**src/sv/hds_pkg.sv**
```systemverilog
// Shared types and constants for the 1-D explicit heat diffusion step block.
`timescale 1ns / 1ps
`default_nettype none
package hds_pkg;

    localparam int TEMP_W  = 16;
    localparam int COEF_W  = 16;
    localparam int IDX_W   = 6;
    localparam int DIFF_W  = TEMP_W + 2;
    localparam int PROD_W  = COEF_W + 1 + DIFF_W;
    localparam int ACC_W   = PROD_W + 1;
    localparam int FRAC_W  = 16;
    localparam int CFG_IDX_W = 2;

    typedef logic signed [TEMP_W-1:0] temp_t;
    typedef logic [COEF_W-1:0]        coef_t;
    typedef logic [IDX_W-1:0]         idx_t;
    typedef logic [CFG_IDX_W-1:0]     cfg_idx_t;

    localparam cfg_idx_t CFG_R_COEFF       = 2'd0;
    localparam cfg_idx_t CFG_HOT_TEMP      = 2'd1;
    localparam cfg_idx_t CFG_BOUNDARY_TEMP = 2'd2;

    localparam coef_t R_LIMIT   = 16'h8000;
    localparam coef_t RST_R     = 16'd16384;
    localparam temp_t RST_HOT   = 16'sd11520;
    localparam temp_t RST_BND   = 16'sd9472;
    localparam temp_t TEMP_MAX  = 16'sh7FFF;
    localparam temp_t TEMP_MIN  = 16'sh8000;

    typedef struct packed {
        logic adv;
        logic valid;
        idx_t idx;
        logic hot;
    } sten_ctl_t;

    typedef struct packed {
        logic  valid;
        idx_t  idx;
        temp_t temp;
    } sten_res_t;

endpackage
`default_nettype wire

```
**src/sv/hds_cell.sv**
```systemverilog
// One storage cell of the temperature row chain.
`timescale 1ns / 1ps
`default_nettype none
module hds_cell (
    input  wire logic          aclk,
    input  wire logic          aresetn,
    input  wire logic          shift_en,
    input  wire logic          load_en,
    input  wire logic          is_hot,
    input  wire hds_pkg::temp_t hot_val,
    input  wire hds_pkg::temp_t shift_in,
    output hds_pkg::temp_t     value
);

    hds_pkg::temp_t cell_reg;
    hds_pkg::temp_t cell_next;

    always_comb begin
        cell_next = cell_reg;
        if (load_en) begin
            cell_next = is_hot ? hot_val : '0;
        end else if (shift_en) begin
            cell_next = shift_in;
        end
    end

    always_ff @(posedge aclk) begin
        if (!aresetn) begin
            cell_reg <= is_hot ? hds_pkg::RST_HOT : '0;
        end else begin
            cell_reg <= cell_next;
        end
    end

    assign value = cell_reg;

endmodule
`default_nettype wire

```
**src/sv/hds_stencil.sv**
```systemverilog
// Three-stage stencil pipeline: difference, multiply, floor and saturate; the hot cell is held at hot_val.
`timescale 1ns / 1ps
`default_nettype none
module hds_stencil (
    input  wire logic              aclk,
    input  wire logic              aresetn,
    input  wire hds_pkg::sten_ctl_t ctl,
    input  wire hds_pkg::temp_t    left,
    input  wire hds_pkg::temp_t    centre,
    input  wire hds_pkg::temp_t    right,
    input  wire hds_pkg::coef_t    r_eff,
    input  wire hds_pkg::temp_t    hot_val,
    output hds_pkg::sten_res_t     res
);

    localparam int TW = hds_pkg::TEMP_W;
    localparam int DW = hds_pkg::DIFF_W;
    localparam int PW = hds_pkg::PROD_W;
    localparam int AW = hds_pkg::ACC_W;
    localparam int FW = hds_pkg::FRAC_W;
    localparam int QW = AW - FW;

    logic                   v1_reg, v2_reg, v3_reg;
    logic                   v1_next, v2_next, v3_next;
    hds_pkg::idx_t          i1_reg, i2_reg, i3_reg;
    logic                   h1_reg, h2_reg;
    hds_pkg::temp_t         c1_reg, c2_reg;
    logic signed [DW-1:0]   d1_reg, d1_next;
    logic signed [PW-1:0]   p2_reg, p2_next;
    hds_pkg::temp_t         t3_reg, t3_next;
    logic signed [AW-1:0]   acc;
    logic signed [QW-1:0]   q;

    always_comb begin
        d1_next = {{2{left[TW-1]}}, left} + {{2{right[TW-1]}}, right}
                - {centre[TW-1], centre, 1'b0};
        p2_next = $signed({1'b0, r_eff}) * d1_reg;
        acc     = {p2_reg[PW-1], p2_reg}
                + {{(AW-TW-FW){c2_reg[TW-1]}}, c2_reg, {FW{1'b0}}};
        q       = acc[AW-1:FW];
        if (h2_reg) begin
            t3_next = hot_val;
        end else if (q > $signed(QW'(hds_pkg::TEMP_MAX))) begin
            t3_next = hds_pkg::TEMP_MAX;
        end else if (q < $signed({{(QW-TW){1'b1}}, hds_pkg::TEMP_MIN})) begin
            t3_next = hds_pkg::TEMP_MIN;
        end else begin
            t3_next = q[TW-1:0];
        end
        v1_next = ctl.adv ? ctl.valid : v1_reg;
        v2_next = ctl.adv ? v1_reg : v2_reg;
        v3_next = ctl.adv ? v2_reg : v3_reg;
    end

    always_ff @(posedge aclk) begin
        if (!aresetn) begin
            v1_reg <= 1'b0;
            v2_reg <= 1'b0;
            v3_reg <= 1'b0;
        end else begin
            v1_reg <= v1_next;
            v2_reg <= v2_next;
            v3_reg <= v3_next;
        end
    end

    always_ff @(posedge aclk) begin
        if (ctl.adv) begin
            d1_reg <= d1_next;
            c1_reg <= centre;
            i1_reg <= ctl.idx;
            h1_reg <= ctl.hot;
            p2_reg <= p2_next;
            c2_reg <= c1_reg;
            i2_reg <= i1_reg;
            h2_reg <= h1_reg;
            t3_reg <= t3_next;
            i3_reg <= i2_reg;
        end
    end

    assign res.valid = v3_reg;
    assign res.idx   = i3_reg;
    assign res.temp  = t3_reg;

endmodule
`default_nettype wire

```
**src/sv/heat_diffusion_1d_explicit_step.sv**
```systemverilog
// Top level: row of temperature cells rotated through the stencil pipeline.
// A step word is accepted; the ring then advances to count CELLS+2, stalled by a held output.
// Results pass three stencil stages and output register; one word per cycle unless stalled.
// Throughput is set by the ring of CELLS cells plus the three pipeline stages.
// A restart word reloads the row and the boundary value and produces no output.
// Reset (aresetn low, synchronous) loads the register defaults and the initial row at once.
`timescale 1ns / 1ps
`default_nettype none
module heat_diffusion_1d_explicit_step #(
    parameter int CELLS = 30
) (
    input  wire logic        aclk,
    input  wire logic        aresetn,
    input  wire logic        s_tvalid,
    output logic             s_tready,
    input  wire logic [7:0]  s_tdata,   // [0] restart
    output logic             m_tvalid,
    input  wire logic        m_tready,
    output logic [23:0]      m_tdata,   // [5:0] cell_index, [21:6] temperature
    output logic             m_tlast,
    input  wire logic        cfg_we,
    input  wire hds_pkg::cfg_idx_t cfg_index,
    input  wire logic [15:0] cfg_wdata
);

    localparam int HOT      = CELLS / 2;
    localparam int LAST_CNT = CELLS + 2;
    localparam int CNT_W    = $clog2(CELLS + 3);

    hds_pkg::temp_t chain [CELLS];

    logic                busy_reg, busy_next;
    logic [CNT_W-1:0]    cnt_reg, cnt_next;
    hds_pkg::temp_t      prev_reg;
    hds_pkg::temp_t      end_reg, end_next;
    hds_pkg::coef_t      r_reg;
    hds_pkg::temp_t      hot_reg;
    hds_pkg::temp_t      bnd_reg;
    logic                m_tvalid_reg, m_tvalid_next;
    hds_pkg::idx_t       m_idx_reg;
    hds_pkg::temp_t      m_temp_reg;
    logic                m_last_reg;

    logic                accept;
    logic                restart;
    logic                adv;
    logic                finish;
    hds_pkg::coef_t      r_eff;
    hds_pkg::temp_t      left;
    hds_pkg::temp_t      right;
    hds_pkg::sten_ctl_t  ctl;
    hds_pkg::sten_res_t  res;

    assign s_tready = !busy_reg;
    assign accept   = s_tvalid && s_tready;
    assign restart  = s_tdata[0];
    assign adv      = busy_reg && (!m_tvalid_reg || m_tready);
    assign finish   = adv && (cnt_reg == CNT_W'(LAST_CNT));
    assign r_eff    = (r_reg > hds_pkg::R_LIMIT) ? hds_pkg::R_LIMIT : r_reg;
    assign left     = (cnt_reg == '0) ? end_reg : prev_reg;
    assign right    = (cnt_reg == CNT_W'(CELLS - 1)) ? end_reg : chain[1];

    assign ctl.adv   = adv;
    assign ctl.valid = cnt_reg < CNT_W'(CELLS);
    assign ctl.idx   = hds_pkg::IDX_W'(cnt_reg + CNT_W'(1));
    assign ctl.hot   = cnt_reg == CNT_W'(HOT - 1);

    genvar g;
    generate
        for (g = 0; g < CELLS; g++) begin : g_cell
            hds_cell u_cell (
                .aclk     (aclk),
                .aresetn  (aresetn),
                .shift_en (adv),
                .load_en  (accept && restart),
                .is_hot   (g == HOT - 1),
                .hot_val  (hot_reg),
                .shift_in ((g == CELLS - 1) ? res.temp : chain[(g + 1) % CELLS]),
                .value    (chain[g])
            );
        end
    endgenerate

    hds_stencil u_stencil (
        .aclk    (aclk),
        .aresetn (aresetn),
        .ctl     (ctl),
        .left    (left),
        .centre  (chain[0]),
        .right   (right),
        .r_eff   (r_eff),
        .hot_val (hot_reg),
        .res     (res)
    );

    always_comb begin
        busy_next     = busy_reg;
        cnt_next      = cnt_reg;
        end_next      = end_reg;
        m_tvalid_next = m_tvalid_reg;
        if (accept && restart) begin
            end_next = bnd_reg;
        end else if (accept) begin
            busy_next = 1'b1;
            cnt_next  = '0;
        end
        if (finish) begin
            busy_next = 1'b0;
            cnt_next  = '0;
            end_next  = bnd_reg;
        end else if (adv) begin
            cnt_next = cnt_reg + CNT_W'(1);
        end
        if (adv && res.valid) begin
            m_tvalid_next = 1'b1;
        end else if (m_tready) begin
            m_tvalid_next = 1'b0;
        end
    end

    always_ff @(posedge aclk) begin
        if (!aresetn) begin
            busy_reg     <= 1'b0;
            cnt_reg      <= '0;
            end_reg      <= hds_pkg::RST_BND;
            m_tvalid_reg <= 1'b0;
            r_reg        <= hds_pkg::RST_R;
            hot_reg      <= hds_pkg::RST_HOT;
            bnd_reg      <= hds_pkg::RST_BND;
        end else begin
            busy_reg     <= busy_next;
            cnt_reg      <= cnt_next;
            end_reg      <= end_next;
            m_tvalid_reg <= m_tvalid_next;
            if (cfg_we) begin
                unique case (cfg_index)
                    hds_pkg::CFG_R_COEFF:       r_reg   <= cfg_wdata;
                    hds_pkg::CFG_HOT_TEMP:      hot_reg <= cfg_wdata;
                    hds_pkg::CFG_BOUNDARY_TEMP: bnd_reg <= cfg_wdata;
                    default: ;
                endcase
            end
        end
    end

    always_ff @(posedge aclk) begin
        if (adv) begin
            prev_reg <= chain[0];
        end
        if (adv && res.valid) begin
            m_idx_reg  <= res.idx;
            m_temp_reg <= res.temp;
            m_last_reg <= res.idx == hds_pkg::IDX_W'(CELLS);
        end
    end

    assign m_tvalid = m_tvalid_reg;
    assign m_tdata  = {2'b00, m_temp_reg, m_idx_reg};
    assign m_tlast  = m_last_reg;

`ifndef ASSERT_OFF
    a_rise_busy : assert property (@(posedge aclk) disable iff (!aresetn)
        $rose(m_tvalid_reg) |-> $past(busy_reg))
        else $error("output word without a step in progress");

    a_last_idx : assert property (@(posedge aclk) disable iff (!aresetn)
        (m_tvalid_reg && m_last_reg) |-> (m_idx_reg == hds_pkg::IDX_W'(CELLS)))
        else $error("last word carries wrong cell index");

    a_step_start : assert property (@(posedge aclk) disable iff (!aresetn)
        (accept && !restart) |=> (busy_reg && cnt_reg == '0))
        else $error("step word did not start the ring");

    a_cnt_range : assert property (@(posedge aclk) disable iff (!aresetn)
        cnt_reg <= CNT_W'(LAST_CNT))
        else $error("ring counter out of range");
`endif

endmodule
`default_nettype wire
```
**config.mk**
```make
export PLATFORM = sky130hd
export DESIGN_NAME = heat_diffusion_1d_explicit_step
export DESIGN_NICKNAME = d
export VERILOG_FILES = /design/src/sv/hds_pkg.sv /design/src/sv/hds_cell.sv /design/src/sv/hds_stencil.sv /design/src/sv/heat_diffusion_1d_explicit_step.sv
export SDC_FILE = /design/constraint.sdc
export NUM_CORES = 2
export LEC_CHECK = 0
export ABC_CLOCK_PERIOD_IN_PS = 6510
export BUFFER_PORTS_ARGS = -buffer_cell sky130_fd_sc_hd__buf_2
export CORE_AREA = 2 2 465 352
export CTS_BUF_LIST = sky130_fd_sc_hd__clkbuf_4 sky130_fd_sc_hd__clkbuf_8 sky130_fd_sc_hd__clkbuf_16
export DETAILED_ROUTE_END_ITERATION = 10
export DIE_AREA = 0 0 467 354
export HOLD_SLACK_MARGIN = 0.06
export PLACE_DENSITY = 0.43
export SETUP_SLACK_MARGIN = 0.15
export SYNTH_ARGS = -nofsm -noshare
export SYNTH_HDL_FRONTEND = slang
export SYNTH_HIERARCHICAL = 1
export SYNTH_SLANG_ARGS = --single-unit
```
**constraint.sdc**
```tcl
create_clock -name aclk -period 6.51 [get_ports aclk]
set_input_delay 0.651 -clock aclk [delete_from_list [all_inputs] [get_ports aclk]]
set_output_delay 0.651 -clock aclk [all_outputs]
set_load 0.05 [all_outputs]
```
-- Yosys cells after proc, flatten, opt, wreduce, memory -nomap -nowiden
Cells that the tools add are included.
- bits in registers: 699
- input port bits: 31
- output and inout port bits: 27
- logic and storage cells: 107
- add/subtract/negate cells: 4
- $mul: 1
- order comparisons: 4
- eq/ne operators: 7
- mux-type cells: 15
- bitwise gates (word level): 2
- reduce and logical (&&, ||, !) cells: 21
- operator list (operator ; number):
    $mux 16 ; 10
    $add 35x32->36 ; 1
    $mul 17x18->35 ; 1
    $gt 20x16->1 const B ; 1
    $lt 20x16->1 const B ; 1
    $mux 6 ; 3
    $sub 18x18->18 ; 1
    $add 16x16->17 ; 1
    $gt 16x16->1 const B ; 1
    $eq 6x5->1 const B ; 2
    $reduce_and 2->1 ; 5
    $reduce_bool 2->1 ; 4
    $add 6x1->6 const B ; 1
    $eq 6x4->1 const B ; 1
    $eq 6x6->1 const B ; 1
    $logic_not 6->1 ; 1
    $lt 6x5->1 const B ; 1
    $logic_and 1x1->1 ; 5
    $reduce_or 2->1 ; 2
    $eq 2x1->1 const B ; 1
    $eq 2x2->1 const B ; 1
    $logic_not 1->1 ; 2
    $logic_not 2->1 ; 1
    $mux 1 ; 2
    other kinds (3) ; 4

-- Depth between registers and ports, before layout
- depth in word-level cells: 5
- mapped depth: 28
- depth with buffers taken out: 27

-- Cells and area by module
The synthesis kept the hierarchy.
- by module, submodules not included (module ; instances ; cells an instance ; area each (um^2) ; seq. area each (um^2)):
    hds_cell ; 30 ; 67 ; 905.9 ; 480.5
    hds_stencil ; 1 ; 1613 ; 16168.0 ; 3213.1
    heat_diffusion_1d_explicit_step ; 1 ; 451 ; 4601.9 ; 2612.5

-- Least setup slack after synthesis
No wires, ideal clock.
- path type: register to register
- from: reg r_reg[7]
- to: reg u_stencil.p2_reg[31], data pin
- setup time: 0.269 ns
- arrival time: 6.716 ns
- data required time: 6.241 ns
- slack: -0.475 ns
- stages on the path, launching flop included: 26
- buffers on the path: 2
- clock period less this slack: 6.985 ns
- cell sequence: dfxtp_1 -> nor4_1 -> a41oi_1 -> nor2b_1 -> clkbuf_1 -> clkbuf_1 -> nand2_1 -> fa_1 -> fa_1 -> fa_1 -> inv_1 -> fa_1 -> fa_1 -> inv_1 -> fa_1 -> inv_1 -> ha_1 -> and4_1 -> and4_1 -> a221oi_1 -> a21o_1 -> a21oi_1 -> o221a_2 -> nand2b_1 -> a311oi_1 -> a21oi_1
- cells in the longest elaborated chain, start to end: 3
- RTL lines (item ; line ; RTL):
    from (decl) ; heat_diffusion_1d_explicit_step.sv:36 ; hds_pkg::coef_t r_reg;
    from (signal assigned) ; heat_diffusion_1d_explicit_step.sv:127 ; r_reg <= hds_pkg::RST_R;
    from (signal assigned) ; heat_diffusion_1d_explicit_step.sv:137 ; hds_pkg::CFG_R_COEFF: r_reg <= cfg_wdata;
    $gt 16x16->1 ; heat_diffusion_1d_explicit_step.sv:59 ; assign r_eff = (r_reg > hds_pkg::R_LIMIT) ? hds_pkg::R_LIMIT : r_reg;
    $mux 16 ; heat_diffusion_1d_explicit_step.sv:59 ;
    named net r_eff[2] ; heat_diffusion_1d_explicit_step.sv:48 ; hds_pkg::coef_t r_eff;
    $mul 17x18->35 ; hds_stencil.sv:37 ; p2_next = $signed({1'b0, r_eff}) * d1_reg;
    named net u_stencil.p2_next[31] ; hds_stencil.sv:29 ; logic signed [PW-1:0] p2_reg, p2_next;
    to (signal assigned) ; hds_stencil.sv:73 ; p2_reg <= p2_next;
    to (decl) ; hds_stencil.sv:29 ;
The timed path passes the listed nets, and every way through them passes these cells.
A chain may end at the register's enable or synchronous reset.

-- Worst setup path after layout
- from: reg r_reg[0]
- to: reg u_stencil.p2_reg[31], data pin
The elaborated chain is that of the path after synthesis.

==> flow_metrics.py <==
metrics = {
    "synth": {
        "post_synth_xor_area_fraction": 0.01041,
        "syn-cell-area_mm2": 0.04795,
        "ys.warnings.count": 6,
        "synthFlopType": "edfxtp_1",
        "async_reset_ff_frac": 0,
        "synth_enable_flop_cells": 624,
        "synth_sequential_area_ratio": 0.4221,
        "synth_top_area_frac": 0.3908,
        "post_synth_main_area_contributors": "edfxtp_1 (39%), fa_1 (13%), nand2b_1 (5.2%)",
        "synth_top_family_by_area": "simple AND/OR/NAND/NOR gates",
        "ys_seq_elements": 699,
        "yosysTopAreaCell": "edfxtp_1",
        "synthCells": 4074,
        "yosys.area_share.simple": 0.1773,
        "yosys.cell_types.count": 83,
        "compound_cell_area_share_of_the_yosys_netlist": 0.1448,
        "syn_avg_cell_area_um2": 11.77,
        "fraction_of_the_mapped_netlist_area_in_adder_cells": 0.1617,
        "synth.area.mux_share": 0.01020,
    },
    "pwr": {
        "switching_power_mw": 4.480,
        "irDropWorstVdd_v": 0.0001725,
        "power.sequential.fraction": 0.403,
        "power.density_cell_area_mw_per_mm2": 262.2,
        "power.share.clock": 0.310,
        "power.total_mw": 14.31,
        "combPwrFrac": 0.287,
        "power_switching_share": 0.3130,
        "cellLeakagePower_nw": 21.41,
        "p_int_mw": 9.834,
    },
    "layout": {
        "fin_util": 0.3391,
        "multi_input_area_mm2": 0.02547,
        "finish.instance_area_mm2": 0.05458,
        "layout.area.seq_mm2": 0.02027,
        "post_route_cells_drive_above_1_share": 0.2241,
        "layout.cells.non_filler": 6602,
        "max_ffs_per_register": 480,
        "layout.nets": 4862,
        "commonest_cells_after_routing_fill_and_taps_aside": "edfxtp_1 (624), inv_1 (406), nand2b_1 (396), nand2_1 (318), fa_1 (292)",
        "layout.filler_cells": 16090,
        "most_frequent_standard_cell_in_the_layout_excluding_fill_and_tap_cells": "edfxtp_1",
        "area_growth_pct": 13.84,
    },
    "critical_path": {
        "cp-end-kind": "register",
        "timing.critical_path.required_ps": 6910,
        "critical_path.max_fanout": 5,
        "worstSetupStartpointType": "register",
        "crit-reg2reg-launch": "r_reg[0]",
        "timing_worst_setup_path_type": "register to register",
        "critical_path.reg2reg.endpoint": "u_stencil/p2_reg[31]",
        "reg2reg_depth": 27,
        "worstPathArrival_ps": 7160,
        "ff2ff_setup_slack_ps": -250,
    },
    "routing": {
        "detail_route.vias_per_cell": 4.544,
        "total_vias_in_the_final_route": 30000,
        "post-route-drc-count": 0,
        "route.antenna.remaining_nets": 0,
        "drt-total-wl_mm": 123.4,
        "drt_iter0_drcs": 2362,
        "post_drt_wl_per_cell_um": 18.69,
        "detailedRoute.firstPassIterationCount": 5,
    },
    "timing": {
        "timing_max_transition_violations_final": 0,
        "tightest_slew_ps": 1159,
        "finalSetupTns_ps": -2197,
        "worst_hold_slack_ps": 245.7,
        "timing.final.crit_period_ps": 6756,
        "hold_viol": 0,
        "post-route-period-util": 1.038,
        "worst_slew_margin_rel": 0.2250,
        "max_frequency_ghz": 0.1480,
        "setup_slack_ps": -245.8,
        "clock-skew-final_ps": 20.26,
        "timing.final.setup_violations": 12,
        "setup_repair_after_global_routing_missed_its_margin": "true",
    },
    "status": {
        "status": "complete, but fails checks",
        "failed_checks": "setup timing",
    },
    "clock_tree": {
        "ctsHoldBuffers": 0,
        "cts_root_buffer": "clkbuf_16",
        "cts_tree": "built",
        "cts_made_buffers": 75,
        "tritoncts_num_sinks": 699,
        "cts_max_level": 3,
        "max-clock-path-buffers": 3,
        "insertion_delay_ps": 680,
        "clkSlewWorstSetupHoldPaths_ps": 60,
    },
    "min_path": {
        "class_of_the_tightest_hold_or_removal_check": "input port to register",
        "hold_start": "cfg_wdata[1]",
        "timing.hold.worst_endpoint": "bnd_reg[1]",
        "min_path_cells": 3,
    },
    "placement": {
        "portBuffers": 48,
        "post-place-ws_ps": -590.4,
        "dpl.cell_count": 6448,
        "dp.final_hpwl_mm": 85.00,
        "placed_cell_area_mm2": 0.05154,
        "gp_congestion": 0.7927,
    },
    "grt": {
        "grt_overflow": 0,
        "grt_antenna_before_repair": 6,
        "pin_count_of_the_biggest_net_entering_global_routing": 141,
        "grtUsageTotal": 0.1498,
        "grt_first_pass_wirelength_mm": 191.2,
        "first_global_vias": 29650,
    },
    "floorplan": {
        "die_height_um": 354,
        "core_outline_area_mm2": 0.1610,
        "die_width_um": 467,
        "num_io_pins": 58,
        "die_area_mm2": 0.1653,
        "placementRows": 128,
        "initial_util": 0.2979,
    },
    "run": {
        "maxCapViolations": 0,
    },
}
## kinds of logic after synthesis
kind of cell / Yosys count
multiplexers: 41
XOR/XNOR: 57
AO/OA/AOI/OAI: 803
buffers and inverters: 647
flip-flops: 699
adder cells (fa/ha/maj): 435
other: 2
AND/OR/NAND/NOR: 1390
## cell type report
type	instances	area share
Multi-Input combinational cell	2938	0.4666
Antenna cell	3	0.0001375
Clock buffer	92	0.03727
Sequential cell	699	0.3713
Clock inverter	43	0.008298
Inverter	418	0.02888
Tap cell	2145	0.04917
Timing Repair Buffer	264	0.03828
## metal layers
layer,part of all wire,vias up,wire length [um],global-route usage
li1,-,14420,-,-
met1,0.55,15050,67860,0.2483
met2,0.39,421,48030,0.1970
met3,0.044,107,5457,0.02679
met4,0.016,0,2025,0.02783
met5,0,-,0,0
## worst max-delay path by stage
stage	end	from	slack, ps
after global placement	u_stencil/p2_reg[31]	r_reg[0]	-570
after floorplan	u_stencil/p2_reg[31]	r_reg[14]	100
after global routing	u_stencil/p2_reg[33]	r_reg[0]	-540
final	u_stencil/p2_reg[31]	r_reg[0]	-250
after detailed placement	u_stencil/p2_reg[31]	r_reg[0]	-590
after CTS	u_stencil/p2_reg[30]	r_reg[6]	-440
## synthesized netlist by cell type, types with 40 or more instances
| master | number |
|---|---|
| ha_1 | 127 |
| nor2b_1 | 40 |
| inv_1 | 416 |
| nand3_1 | 212 |
| buf_6 | 64 |
| a21bo_1 | 60 |
| a21bo_2 | 60 |
| nand2b_1 | 397 |
| a22o_1 | 121 |
| nand3_2 | 180 |
| a21boi_1 | 150 |
| buf_2 | 63 |
| clkbuf_1 | 66 |
| dfxtp_1 | 75 |
| fa_1 | 308 |
| xnor2_1 | 42 |
| a21boi_2 | 180 |
| a21oi_1 | 94 |
| nand2_1 | 330 |
| and2_1 | 114 |
| edfxtp_1 | 624 |
## timing repair
action / in CTS / in global routing
endpoints found under the setup margin: 19 / 19
setup buffers: 8 / 8
pin swaps: 24 / 50
hold endpoints to repair: 0 / 0
gates resized for setup: 38 / 60
## critical path, cell delays in order (launching register included)
cell	delay (ps)
dfxtp_2	330
nor4_4	350
a41oi_4	190
buf_6	180
nor2b_4	140
buf_4	130
buf_4	140
and2_1	150
fa_1	420
inv_1	90
fa_1	410
fa_2	530
inv_1	50
fa_2	340
fa_1	500
inv_1	50
fa_1	530
inv_2	50
ha_4	210
a21o_1	150
a21o_1	180
a21oi_2	150
o21ai_2	90
or3_4	360
o221a_4	250
nand2b_4	170
a311oi_4	250
a21oi_1	100
## power groups by stage
stage | Combinational, mW | Sequential, mW | Clock, mW
2_1_floorplan | 2.74 | 5.73 | 0
3_3_place_gp | 3.88 | 5.87 | 0
3_5_place_dp | 3.89 | 5.86 | 0
4_1_cts | 4.00 | 5.78 | 4.61
5_1_grt | 4.61 | 5.82 | 4.78
6_report | 4.10 | 5.77 | 4.44
No activity file was read; power rests on OpenSTA's default activity.
